## src/rtl/uva_pkg.sv

```systemverilog
`timescale 1ns / 1ps
// ----------------------------------------------------------------------------
// uva_pkg
// Shared operation codes, field widths and lane operand bundle for the
// three-lane unsigned vector ALU.
// ----------------------------------------------------------------------------
package uva_pkg;

    localparam int FIELD_W   = 32;  // width of every vector, scalar and result field
    localparam int OP_W      = 4;
    localparam int WIDTH_DEF = 32;  // default arithmetic width

    typedef logic [OP_W-1:0] op_t;

    localparam op_t OP_ADD   = 4'd0;  // a + b
    localparam op_t OP_SUB   = 4'd1;  // a - b
    localparam op_t OP_DOT   = 4'd2;  // dot(a, b) in lane x
    localparam op_t OP_CROSS = 4'd3;  // cross(a, b)
    localparam op_t OP_ADDS  = 4'd4;  // s + a
    localparam op_t OP_SVS   = 4'd5;  // s - a
    localparam op_t OP_VS    = 4'd6;  // a - s
    localparam op_t OP_MULS  = 4'd7;  // s * a
    localparam op_t OP_SDIV  = 4'd8;  // s / a, per lane
    localparam op_t OP_VDIV  = 4'd9;  // a / s, per lane

    // Operands one lane needs: its own a and b, the two cross-product
    // pairs (u0*u1 - u2*u3) and the scalar.
    typedef struct packed {
        logic [FIELD_W-1:0] a;
        logic [FIELD_W-1:0] b;
        logic [FIELD_W-1:0] u0;
        logic [FIELD_W-1:0] u1;
        logic [FIELD_W-1:0] u2;
        logic [FIELD_W-1:0] u3;
        logic [FIELD_W-1:0] s;
    } lane_opnd_t;

endpackage

```

## src/rtl/uva_merge.sv

```systemverilog
`timescale 1ns / 1ps
// ----------------------------------------------------------------------------
// uva_merge
// Combines the three lanes: dot product sum, quotient or lane result,
// zero for unused codes.
// ----------------------------------------------------------------------------
module uva_merge #(
    parameter int LW = uva_pkg::WIDTH_DEF
) (
    input  uva_pkg::op_t                  op,
    input  logic [LW-1:0]                 arith_x,
    input  logic [LW-1:0]                 arith_y,
    input  logic [LW-1:0]                 arith_z,
    input  logic [LW-1:0]                 quot_x,
    input  logic [LW-1:0]                 quot_y,
    input  logic [LW-1:0]                 quot_z,
    output logic [uva_pkg::FIELD_W-1:0]   r_x,
    output logic [uva_pkg::FIELD_W-1:0]   r_y,
    output logic [uva_pkg::FIELD_W-1:0]   r_z
);

    logic [LW-1:0] dot_sum;

    always_comb begin
        dot_sum = arith_x + arith_y + arith_z;
        case (op)
            uva_pkg::OP_ADD, uva_pkg::OP_SUB, uva_pkg::OP_CROSS,
            uva_pkg::OP_ADDS, uva_pkg::OP_SVS, uva_pkg::OP_VS,
            uva_pkg::OP_MULS: begin
                r_x = uva_pkg::FIELD_W'(arith_x);
                r_y = uva_pkg::FIELD_W'(arith_y);
                r_z = uva_pkg::FIELD_W'(arith_z);
            end
            uva_pkg::OP_DOT: begin
                r_x = uva_pkg::FIELD_W'(dot_sum);
                r_y = '0;
                r_z = '0;
            end
            uva_pkg::OP_SDIV, uva_pkg::OP_VDIV: begin
                r_x = uva_pkg::FIELD_W'(quot_x);
                r_y = uva_pkg::FIELD_W'(quot_y);
                r_z = uva_pkg::FIELD_W'(quot_z);
            end
            default: begin
                r_x = '0;
                r_y = '0;
                r_z = '0;
            end
        endcase
    end

endmodule

```

## config.mk

```make
export PLATFORM = sky130hd
export DESIGN_NAME = uva_merge
export DESIGN_NICKNAME = d
export VERILOG_FILES = /design/src/rtl/uva_pkg.sv /design/src/rtl/uva_merge.sv
export SDC_FILE = /design/constraint.sdc
export NUM_CORES = 1
export LEC_CHECK = 0
export ABC_AREA = 0
export BUFFER_PORTS_ARGS = -buffer_cell sky130_fd_sc_hd__clkbuf_2
export CORE_AREA = 3 3 111 113
export DETAILED_ROUTE_END_ITERATION = 10
export DIE_AREA = 0 0 114 116
export SLEW_MARGIN = 5
export SYNTH_ARGS = -nofsm -noshare
export SYNTH_HDL_FRONTEND = slang
export SYNTH_SLANG_ARGS = --single-unit
export TNS_END_PERCENT = 10
```

## constraint.sdc

```tcl
create_clock -name vclk -period 4.6
set_clock_uncertainty 0.05 [all_clocks]
set_input_delay 0.46 -clock vclk [all_inputs]
set_output_delay 0.46 -clock vclk [all_outputs]
set_load 0.01 [all_outputs]
```

Word-level counts from Yosys, hierarchy flattened
Index checks and enable logic that the tools add are counted.
{"block": "totals", "word_cells": 17, "reg_bits": 0}
{"block": "classes", "n_addsub": 2, "n_eq_ne": 9, "n_mux": 3, "reduce_logical": 3}
{"operator": "case mux 32 bit (2 select lines)", "n": 2}
{"operator": "case mux 32 bit (3 select lines)", "n": 1}
{"operator": "adder 32 bit", "n": 2}
{"operator": "equality test 4 x 3 -> 1 bit, second input constant", "n": 4}
{"operator": "equality test 4 x 2 -> 1 bit, second input constant", "n": 2}
{"operator": "equality test 4 bit, second input constant", "n": 2}
{"operator": "OR reduction 7 bit", "n": 1}
{"operator": "equality test 4 x 1 -> 1 bit, second input constant", "n": 1}
{"operator": "zero test 4 bit", "n": 1}
{"operator": "OR reduction 2 bit", "n": 1}

Depth between registers and ports, before layout
Gate-level depths: netlist (run 1).
{"block": "logic_depth", "word_depth": 3, "ltp_mapped": 12}

Worst setup path after synthesis (run 1)
No wires, ideal clock.
{"block": "synth_timing", "path_type": "in2out", "start": "input arith_x[1]", "end": "output r_x[31] (netlist bit)", "n_path_buf": 0, "required_ps": 4090, "cell_stages": 12, "setup_slack_ps": 795, "arrival_ps": 3295, "path_cell_list": "fa_1 > ha_1 > fa_1 > a21oi_1 > nor2_1 > o2111ai_1 > nor2_1 > nor3_1 > o41ai_1 > a311oi_1 > xnor2_1 > o21ai_0"}
{"block": "synth_via", "elab_chain_cells": 3}
{"element": "from (decl)", "line": "uva_merge.sv:11", "text": "input logic [LW-1:0] arith_x,"}
{"element": "adder 32 bit (2 in series)", "line": "uva_merge.sv:25", "text": "dot_sum = arith_x + arith_y + arith_z;"}
{"element": "case mux 32 bit (3 select lines)", "line": "uva_merge.sv:26", "text": "case (op)"}
{"element": "to (decl)", "line": "uva_merge.sv:17", "text": "output logic [uva_pkg::FIELD_W-1:0] r_x,"}
Every way passes these cells.

Final worst setup path (run 1)
Same ends and word-level chain as after synthesis.

==> impl_metrics.json, run 1 <==
{
  "dieArea_sq_um": 13200,
  "ys_seq_area_frac": 0,
  "drt_first_pass_iters": 5,
  "postCtsSetupBuffers": 0,
  "fillerInstances": 1189,
  "syn_nets": 670,
  "fin_crit_sh": 0.923,
  "critPathBufInv": 2,
  "p_per_area_nw_per_um2": 184,
  "fmax_mhz": 236,
  "wirelength_microns": 13900,
  "end_kind": "primary output",
  "io_buffers": 292,
  "synth-adder-area-share": 0.306,
  "worstPathMaxFanout": 3,
  "place_inst": 820,
  "dp_slack_ps": 271,
  "fin_util": 0.428,
  "synthTopCellsByCount": "a22o_1, o21ai_0, fa_1",
  "arrival_ps": 3740,
  "seq_power_share": 0,
  "antenna_left": 0,
  "synthToLayoutAreaGrowth_pct": 47.2,
  "critPathLaunchType": "input port",
  "antenna_cells": 0,
  "muxShareOfSynthArea": 0.00905,
  "initial_core_util": 0.290,
  "synth_xor_area_frac": 0.0739,
  "synth-simple-area-share": 0.105,
  "slew_headroom": 0.409,
  "p_sw_uw": 492,
  "p_leak_nw": 2.63,
  "initialDrtViolationCount": 263,
  "rsz0062_at_grt": "no",
  "fin_ws_ps": 355,
  "synth_top_area_share": 0.193,
  "synth_area_sq_um": 3320,
  "clock_power_share": 0,
  "multi_input_area_sq_um": 3170,
  "nets": 937,
  "wire_per_inst_microns": 16.9,
  "grt-ovfl-total": 0,
  "final-hold-violation-count": 0,
  "synth_top_family_by_area": "compound AO/OA/AOI/OAI gates",
  "comb_power_share": 1.000,
  "rows": 39,
  "total_power_uw": 899,
  "intPower_uw": 407,
  "cp_cell_sequence": "clkbuf_2, fa_1, ha_1, fa_1, a21oi_1, nor2_1, o2111ai_1, nor2_1, nor3_1, o41ai_1, a311oi_1, xnor2_1, o21ai_0, clkbuf_2",
  "holdWs_ps": 1170,
  "tightest_slew_ps": 886,
  "n_sequential_cell": 0,
  "cap_violations": 0,
  "final_cells": 820,
  "synth_cell_type_count": 47,
  "die_w_microns": 114,
  "synth_top_cell_by_area": "fa_1",
  "ff_latch_area_sq_um": 0,
  "setup_tns_ps": 0,
  "crit_start": "arith_x[1]",
  "p_sw_frac": 0.547,
  "design_area_sq_um": 4880,
  "critPathSlowestCell": "fa_1",
  "irDropWorstVdd_mv": 0.0808,
  "synth_most_common_cell": "a22o_1",
  "via_count": 4396,
  "worstSetupEndpoint": "r_x[31]",
  "synth_area_leaders": "fa_1, a22o_1, ha_1",
  "setup_viol": 0,
  "synth-compound-area-share": 0.458,
  "gr-usage-all-layers": 0.191,
  "fin_crit_ps": 4250,
  "viasPerCell": 5.36,
  "cts_repair_resize_count": 0,
  "drive_gt1_frac": 0.451,
  "worstSetupPathType": "in2out",
  "io_pins": 292,
  "synthCells": 412,
  "synth_area_per_cell_sq_um": 8.05,
  "maxSlewViolCount": 0,
  "crit_required_ps": 4090,
  "placed_area_sq_um": 4880,
  "drc": 0,
  "critical-path-top-delay-family": "compound AO/OA/AOI/OAI gates",
  "ctsHoldBuffers": 0,
  "gp_congestion": 0.883,
  "first_global_vias": 4336,
  "grt_max_degree": 87,
  "antenna_found_initial": 0,
  "fp.coreArea_sq_um": 11400,
  "hpwlAfterDp_microns": 12100,
  "critPathMaxStageDelay_ps": 480,
  "worst-path-stages": 14,
  "worst_hold_path_type": "in2out",
  "yosys_warnings": 0,
  "outcome": "finished clean",
  "grt_pass1_wl_microns": 21100,
  "die_y_microns": 116,
  "clkbuf_count": 0
}
[metal layers]
layer	vias up	share of wire	track usage	wire length, microns
li1	2140	-	-	-
met1	2060	0.40	0.237	5530
met2	184	0.51	0.361	7150
met3	12	0.072	0.0214	999
met4	0	0.015	0.0293	215
met5	-	0	0	0
[area by class of cell]
cell class,count,area share
inverter,11,0.00846
multi-input combinational,370,0.649
tap,143,0.0366
timing repair buffer,296,0.305
[logic make-up after synthesis]
logic type	after synthesis
compound gates	207
xor+xnor	28
buf+inv	42
simple gates	70
mux	3
fa+ha+maj	62
[cells in the final DEF (no fill, tap or decap), types with 12 or more instances in the layout]
cell type	instances
fa_1	32
a22o_1	65
xnor2_1	20
nand2_1	20
a21oi_1	26
clkbuf_2	292
ha_1	30
nor2_1	12
a22oi_1	17
o21ai_0	42
a21o_1	23
[power by group through the flow]
stage          registers [mW]  clock network [mW]  logic (mW)
3_3_place_gp                0                   0       0.895
6_report                    0                   0       0.899
4_1_cts                     0                   0       0.907
5_1_grt                     0                   0        1.00
2_1_floorplan               0                   0       0.583
3_5_place_dp                0                   0       0.900
[worst min-delay path by stage]
stage	startpoint	end	slack (ps)	cells past startpoint
3_3_place_gp	quot_x[1]	r_x[1]	1170	4
3_5_place_dp	quot_x[6]	r_x[6]	1170	4
6_report	quot_x[5]	r_x[5]	1170	4
5_1_grt	quot_z[28]	r_z[28]	1190	3
4_1_cts	quot_x[6]	r_x[6]	1170	4
2_1_floorplan	quot_x[13]	r_x[13]	1000	2
(Power assumes the default switching activity.)
==> run 2: changes to the inputs <==
Settings changed: CELL_PAD_IN_SITES_DETAIL_PLACEMENT from default to 0, CELL_PAD_IN_SITES_GLOBAL_PLACEMENT from default to 1, CORE_AREA 3 3 111 113 to default, CORE_MARGIN from default to 3, CORE_UTILIZATION from default to 26, DIE_AREA 0 0 114 116 to default, PLACE_DENSITY_LB_ADDON from default to 0.1.
==> run 2 against run 1 <==
Combinational power is essentially flat. Sequential share of layout area is the same. Design area grew 0.95%. Via count shrank 1.0%. Routed wire length shrank 0.60%. Maximum frequency grew 1.9%. Die area grew 7.0%. First-iteration DRC count shrank 51%. Sequential cell count is the same. Count of clock-buffer cells in the layout is the same. Setup slack gained 77 ps. Total power shrank 0.36%. Largest cell class unchanged.
==> impl_metrics.json, run 2 (synthesized netlist as in run 1, its figures left out) <==
{
  "hold_depth": 4,
  "fin_crit_ps": 4170,
  "worstHoldEndpoint": "r_x[1]",
  "antenna_found_initial": 0,
  "crit_start": "arith_x[1]",
  "fp.coreArea_sq_um": 12300,
  "slew_headroom": 0.464,
  "grt_max_degree": 55,
  "initialDrtViolationCount": 129,
  "wirelength_microns": 13800,
  "fin_util": 0.402,
  "rows": 40,
  "drive_gt1_frac": 0.452,
  "arrival_ps": 3660,
  "layout_common_cells": "clkbuf_2, a22o_1, o21ai_0",
  "fin_crit_sh": 0.906,
  "first_global_vias": 4425,
  "gr-usage-all-layers": 0.182,
  "viasPerCell": 5.14,
  "worstSetupPathType": "in2out",
  "cap_violations": 0,
  "min_from": "quot_x[1]",
  "wire_per_inst_microns": 16.3,
  "die_w_microns": 119,
  "drt_first_pass_iters": 6,
  "ctsHoldBuffers": 0,
  "final-hold-violation-count": 0,
  "n_sequential_cell": 0,
  "p_per_area_nw_per_um2": 182,
  "setup_tns_ps": 0,
  "gp_congestion": 0.814,
  "end_kind": "primary output",
  "nets": 939,
  "setup_viol": 0,
  "route.met2.wl_microns": 7130,
  "io_pins": 292,
  "final_common_cell": "clkbuf_2",
  "postCtsSetupBuffers": 0,
  "grt_pass1_wl_microns": 22100,
  "synthToLayoutAreaGrowth_pct": 48.6,
  "ff_latch_area_sq_um": 0,
  "rsz0062_at_grt": "no",
  "holdWs_ps": 1170,
  "met1Wirelength_microns": 5780,
  "maxSlewViolCount": 0,
  "irDropWorstVdd_mv": 0.0670,
  "cts_repair_resize_count": 0,
  "worstPathMaxFanout": 3,
  "die_y_microns": 119,
  "worst_hold_path_type": "in2out",
  "antenna_cells": 0,
  "io_buffers": 292,
  "topRoutingLayerUsed": "met4",
  "hpwlAfterDp_microns": 12100,
  "clkbuf_count": 0,
  "p_leak_nw": 2.64,
  "via_count": 4351,
  "drc": 0,
  "wl_met3_microns": 815,
  "initial_core_util": 0.271,
  "outcome": "finished clean",
  "dieArea_sq_um": 14100,
  "critPathLaunchType": "input port",
  "fmax_mhz": 240,
  "grt-ovfl-total": 0,
  "crit_required_ps": 4090,
  "antenna_left": 0,
  "tightest_slew_ps": 802
}
[run 2: cell count changes in the layout (fill, tap and decap cells not counted), sizes merged]
cell | before | now
buf | 4 | 6
[run 2: critical path, cell delays in order]
cell	delay, ps
clkbuf_2	100
fa_1	470
ha_1	250
fa_1	420
a21oi_1	220
nor2_1	90
o2111ai_1	260
nor2_1	70
nor3_1	290
o41ai_1	160
a311oi_1	410
xnor2_1	120
o21ai_0	170
clkbuf_2	160
[run 2: layout make-up]
cell class | instances | area, sq um
Inverter | 11 | 41.3
Multi-Input combinational cell | 370 | 3170
Tap cell | 168 | 210
Fill cell | 1304 | 7330
Timing Repair Buffer | 298 | 1510
[run 2: layer usage]
| metal | global-route usage | up-vias |
|---|---|---|
| met5 | 0 | - |
| met4 | 0.0116 | 0 |
| met3 | 0.0166 | 8 |
| met2 | 0.350 | 168 |
| met1 | 0.230 | 2030 |
| li1 | - | 2145 |
[run 2: through the flow]
| step | setup slack, ps | std cells | total power [mW] | cell area, sq um |
|---|---|---|---|---|
| final | 432 | 847 | 0.896 | 4930 |
| after global routing | 174 | 847 | 1.00 | 4930 |
| after CTS | 343 | 847 | 0.906 | 4930 |
| after detailed placement | 373 | 847 | 0.898 | 4930 |
| after global placement | 382 | 847 | 0.902 | 4930 |
| after floorplan | 795 | 412 | 0.583 | 3320 |
[run 2: worst max-delay path by stage]
stage              end  slack [ps]  cells after the start
2_1_floorplan  r_x[31]         800                     12
4_1_cts        r_x[31]         340                     14
3_3_place_gp   r_x[31]         380                     14
3_5_place_dp   r_x[31]         370                     14
5_1_grt        r_x[31]         170                     14
6_report       r_x[31]         430                     14
[run 2: power by group]
part	internal, mW	switching [mW]	total [mW]
Sequential	0	0	0
Combinational	0.408	0.487	0.896
Clock	0	0	0
Total	0.408	0.487	0.896
==> run 3: changes to the inputs <==
Settings changed: CORE_MARGIN 3 to 2.
==> run 3 against run 2 <==
Utilization decreased by 0.79 points. Design area is essentially flat. Sequential cell count stayed put. Non-clock buffer count down 1. Critical path type unchanged. Highest routed layer unchanged.
==> impl_metrics.json, run 3 (synthesized netlist as in run 1, its figures left out) <==
{
  "multi_input_area_sq_um": 3180,
  "gp_congestion": 0.880,
  "gr-usage-all-layers": 0.179,
  "die_w_microns": 117,
  "fmax_mhz": 238,
  "grt_max_degree": 55,
  "fillerInstances": 1363,
  "io_buffers": 292,
  "antenna_found_initial": 0,
  "placed_area_sq_um": 4930,
  "initial_core_util": 0.265,
  "fin_crit_sh": 0.913,
  "clock_power_share": 0,
  "ctsHoldBuffers": 0,
  "critPathLaunchType": "input port",
  "place_inst": 850,
  "rows": 41,
  "antenna_cells": 0,
  "dieArea_sq_um": 13700,
  "arrival_ps": 3690,
  "ff_latch_area_sq_um": 0,
  "p_sw_uw": 488,
  "rsz0062_at_grt": "no",
  "hpwlAfterDp_microns": 11700,
  "critPathSlowestCell": "fa_1",
  "seq_power_share": 0,
  "grt-ovfl-total": 0,
  "worst_hold_path_type": "in2out",
  "irDropWorstVdd_mv": 0.0650,
  "fin_crit_ps": 4200,
  "wirelength_microns": 13400,
  "io_pins": 292,
  "slew_headroom": 0.316,
  "worstSetupPathType": "in2out",
  "worstPathMaxFanout": 3,
  "crit_required_ps": 4090,
  "maxSlewViolCount": 0,
  "drt_first_pass_iters": 4,
  "total_power_uw": 897,
  "nets": 938,
  "setup_tns_ps": 0,
  "viasPerCell": 5.09,
  "p_sw_frac": 0.544,
  "die_y_microns": 117,
  "via_count": 4325,
  "critPathMaxStageDelay_ps": 480,
  "fin_ws_ps": 400,
  "outcome": "finished clean",
  "final_cells": 850,
  "n_sequential_cell": 0,
  "wire_per_inst_microns": 15.7,
  "postCtsSetupBuffers": 0,
  "grt_pass1_wl_microns": 20300,
  "fp.coreArea_sq_um": 12500,
  "intPower_uw": 409,
  "drive_gt1_frac": 0.453,
  "fin_util": 0.394,
  "layout_common_cells": "clkbuf_2, a22o_1, o21ai_0",
  "first_global_vias": 4158,
  "final-hold-violation-count": 0,
  "design_area_sq_um": 4930,
  "final_common_cell": "clkbuf_2",
  "antenna_left": 0,
  "dp_slack_ps": 287,
  "comb_power_share": 1.000,
  "holdWs_ps": 1170,
  "drc": 0,
  "cp_cell_sequence": "clkbuf_2, fa_1, ha_1, fa_1, a21oi_1, nor2_1, o2111ai_1, nor2_1, nor3_1, o41ai_1, a311oi_2, xnor2_1, o21ai_0, clkbuf_2",
  "initialDrtViolationCount": 193,
  "cap_violations": 0,
  "p_leak_nw": 2.64,
  "tightest_slew_ps": 1020,
  "end_kind": "primary output",
  "setup_viol": 0,
  "synthToLayoutAreaGrowth_pct": 48.7,
  "clkbuf_count": 0,
  "p_per_area_nw_per_um2": 182
}
## run 3: cell types whose count changed in the layout (fill, tap and decap cells not counted)
cell      change
buf_4         -1
a311oi_1      -1
a311oi_2      +1
## run 3: cell type report
type               count  area share
multi-input cells    370       0.644
repair buffers       297       0.304
well taps            172      0.0436
inverters             11     0.00837
## run 3: power groups by stage
stage | combinational, mW | sequential, mW | clock (mW)
2_1_floorplan | 0.583 | 0 | 0
5_1_grt | 1.01 | 0 | 0
6_report | 0.897 | 0 | 0
4_1_cts | 0.902 | 0 | 0
3_3_place_gp | 0.898 | 0 | 0
3_5_place_dp | 0.897 | 0 | 0
## run 3: path summary, 6_finish.rpt
check                      start       to  slack, ps  cells past startpoint
worst max-delay path  arith_x[1]  r_x[31]        400                     14
worst min-delay path   quot_x[2]   r_x[2]       1170                      4
## run 3: per-layer routing
metal / vias up / part of all wire / GRT usage
li1: 2144 / - / -
met1: 2021 / 0.44 / 0.244
met2: 156 / 0.50 / 0.332
met3: 4 / 0.054 / 0.00927
met4: 0 / 0.0024 / 0.00235
met5: - / 0 / 0
## run 3: timing repair
action                                 4_1_cts  5_1_grt
setup endpoints to repair                    0        1
resized for setup                            0        1
endpoints found under the hold margin        0        0
## run 3: critical path, delay by kind of cell
family	cells	cell delay, ps
compound gates	5	1200
fa+ha+maj	3	1160
simple gates	3	480
buf+inv	2	270
xor+xnor	1	120
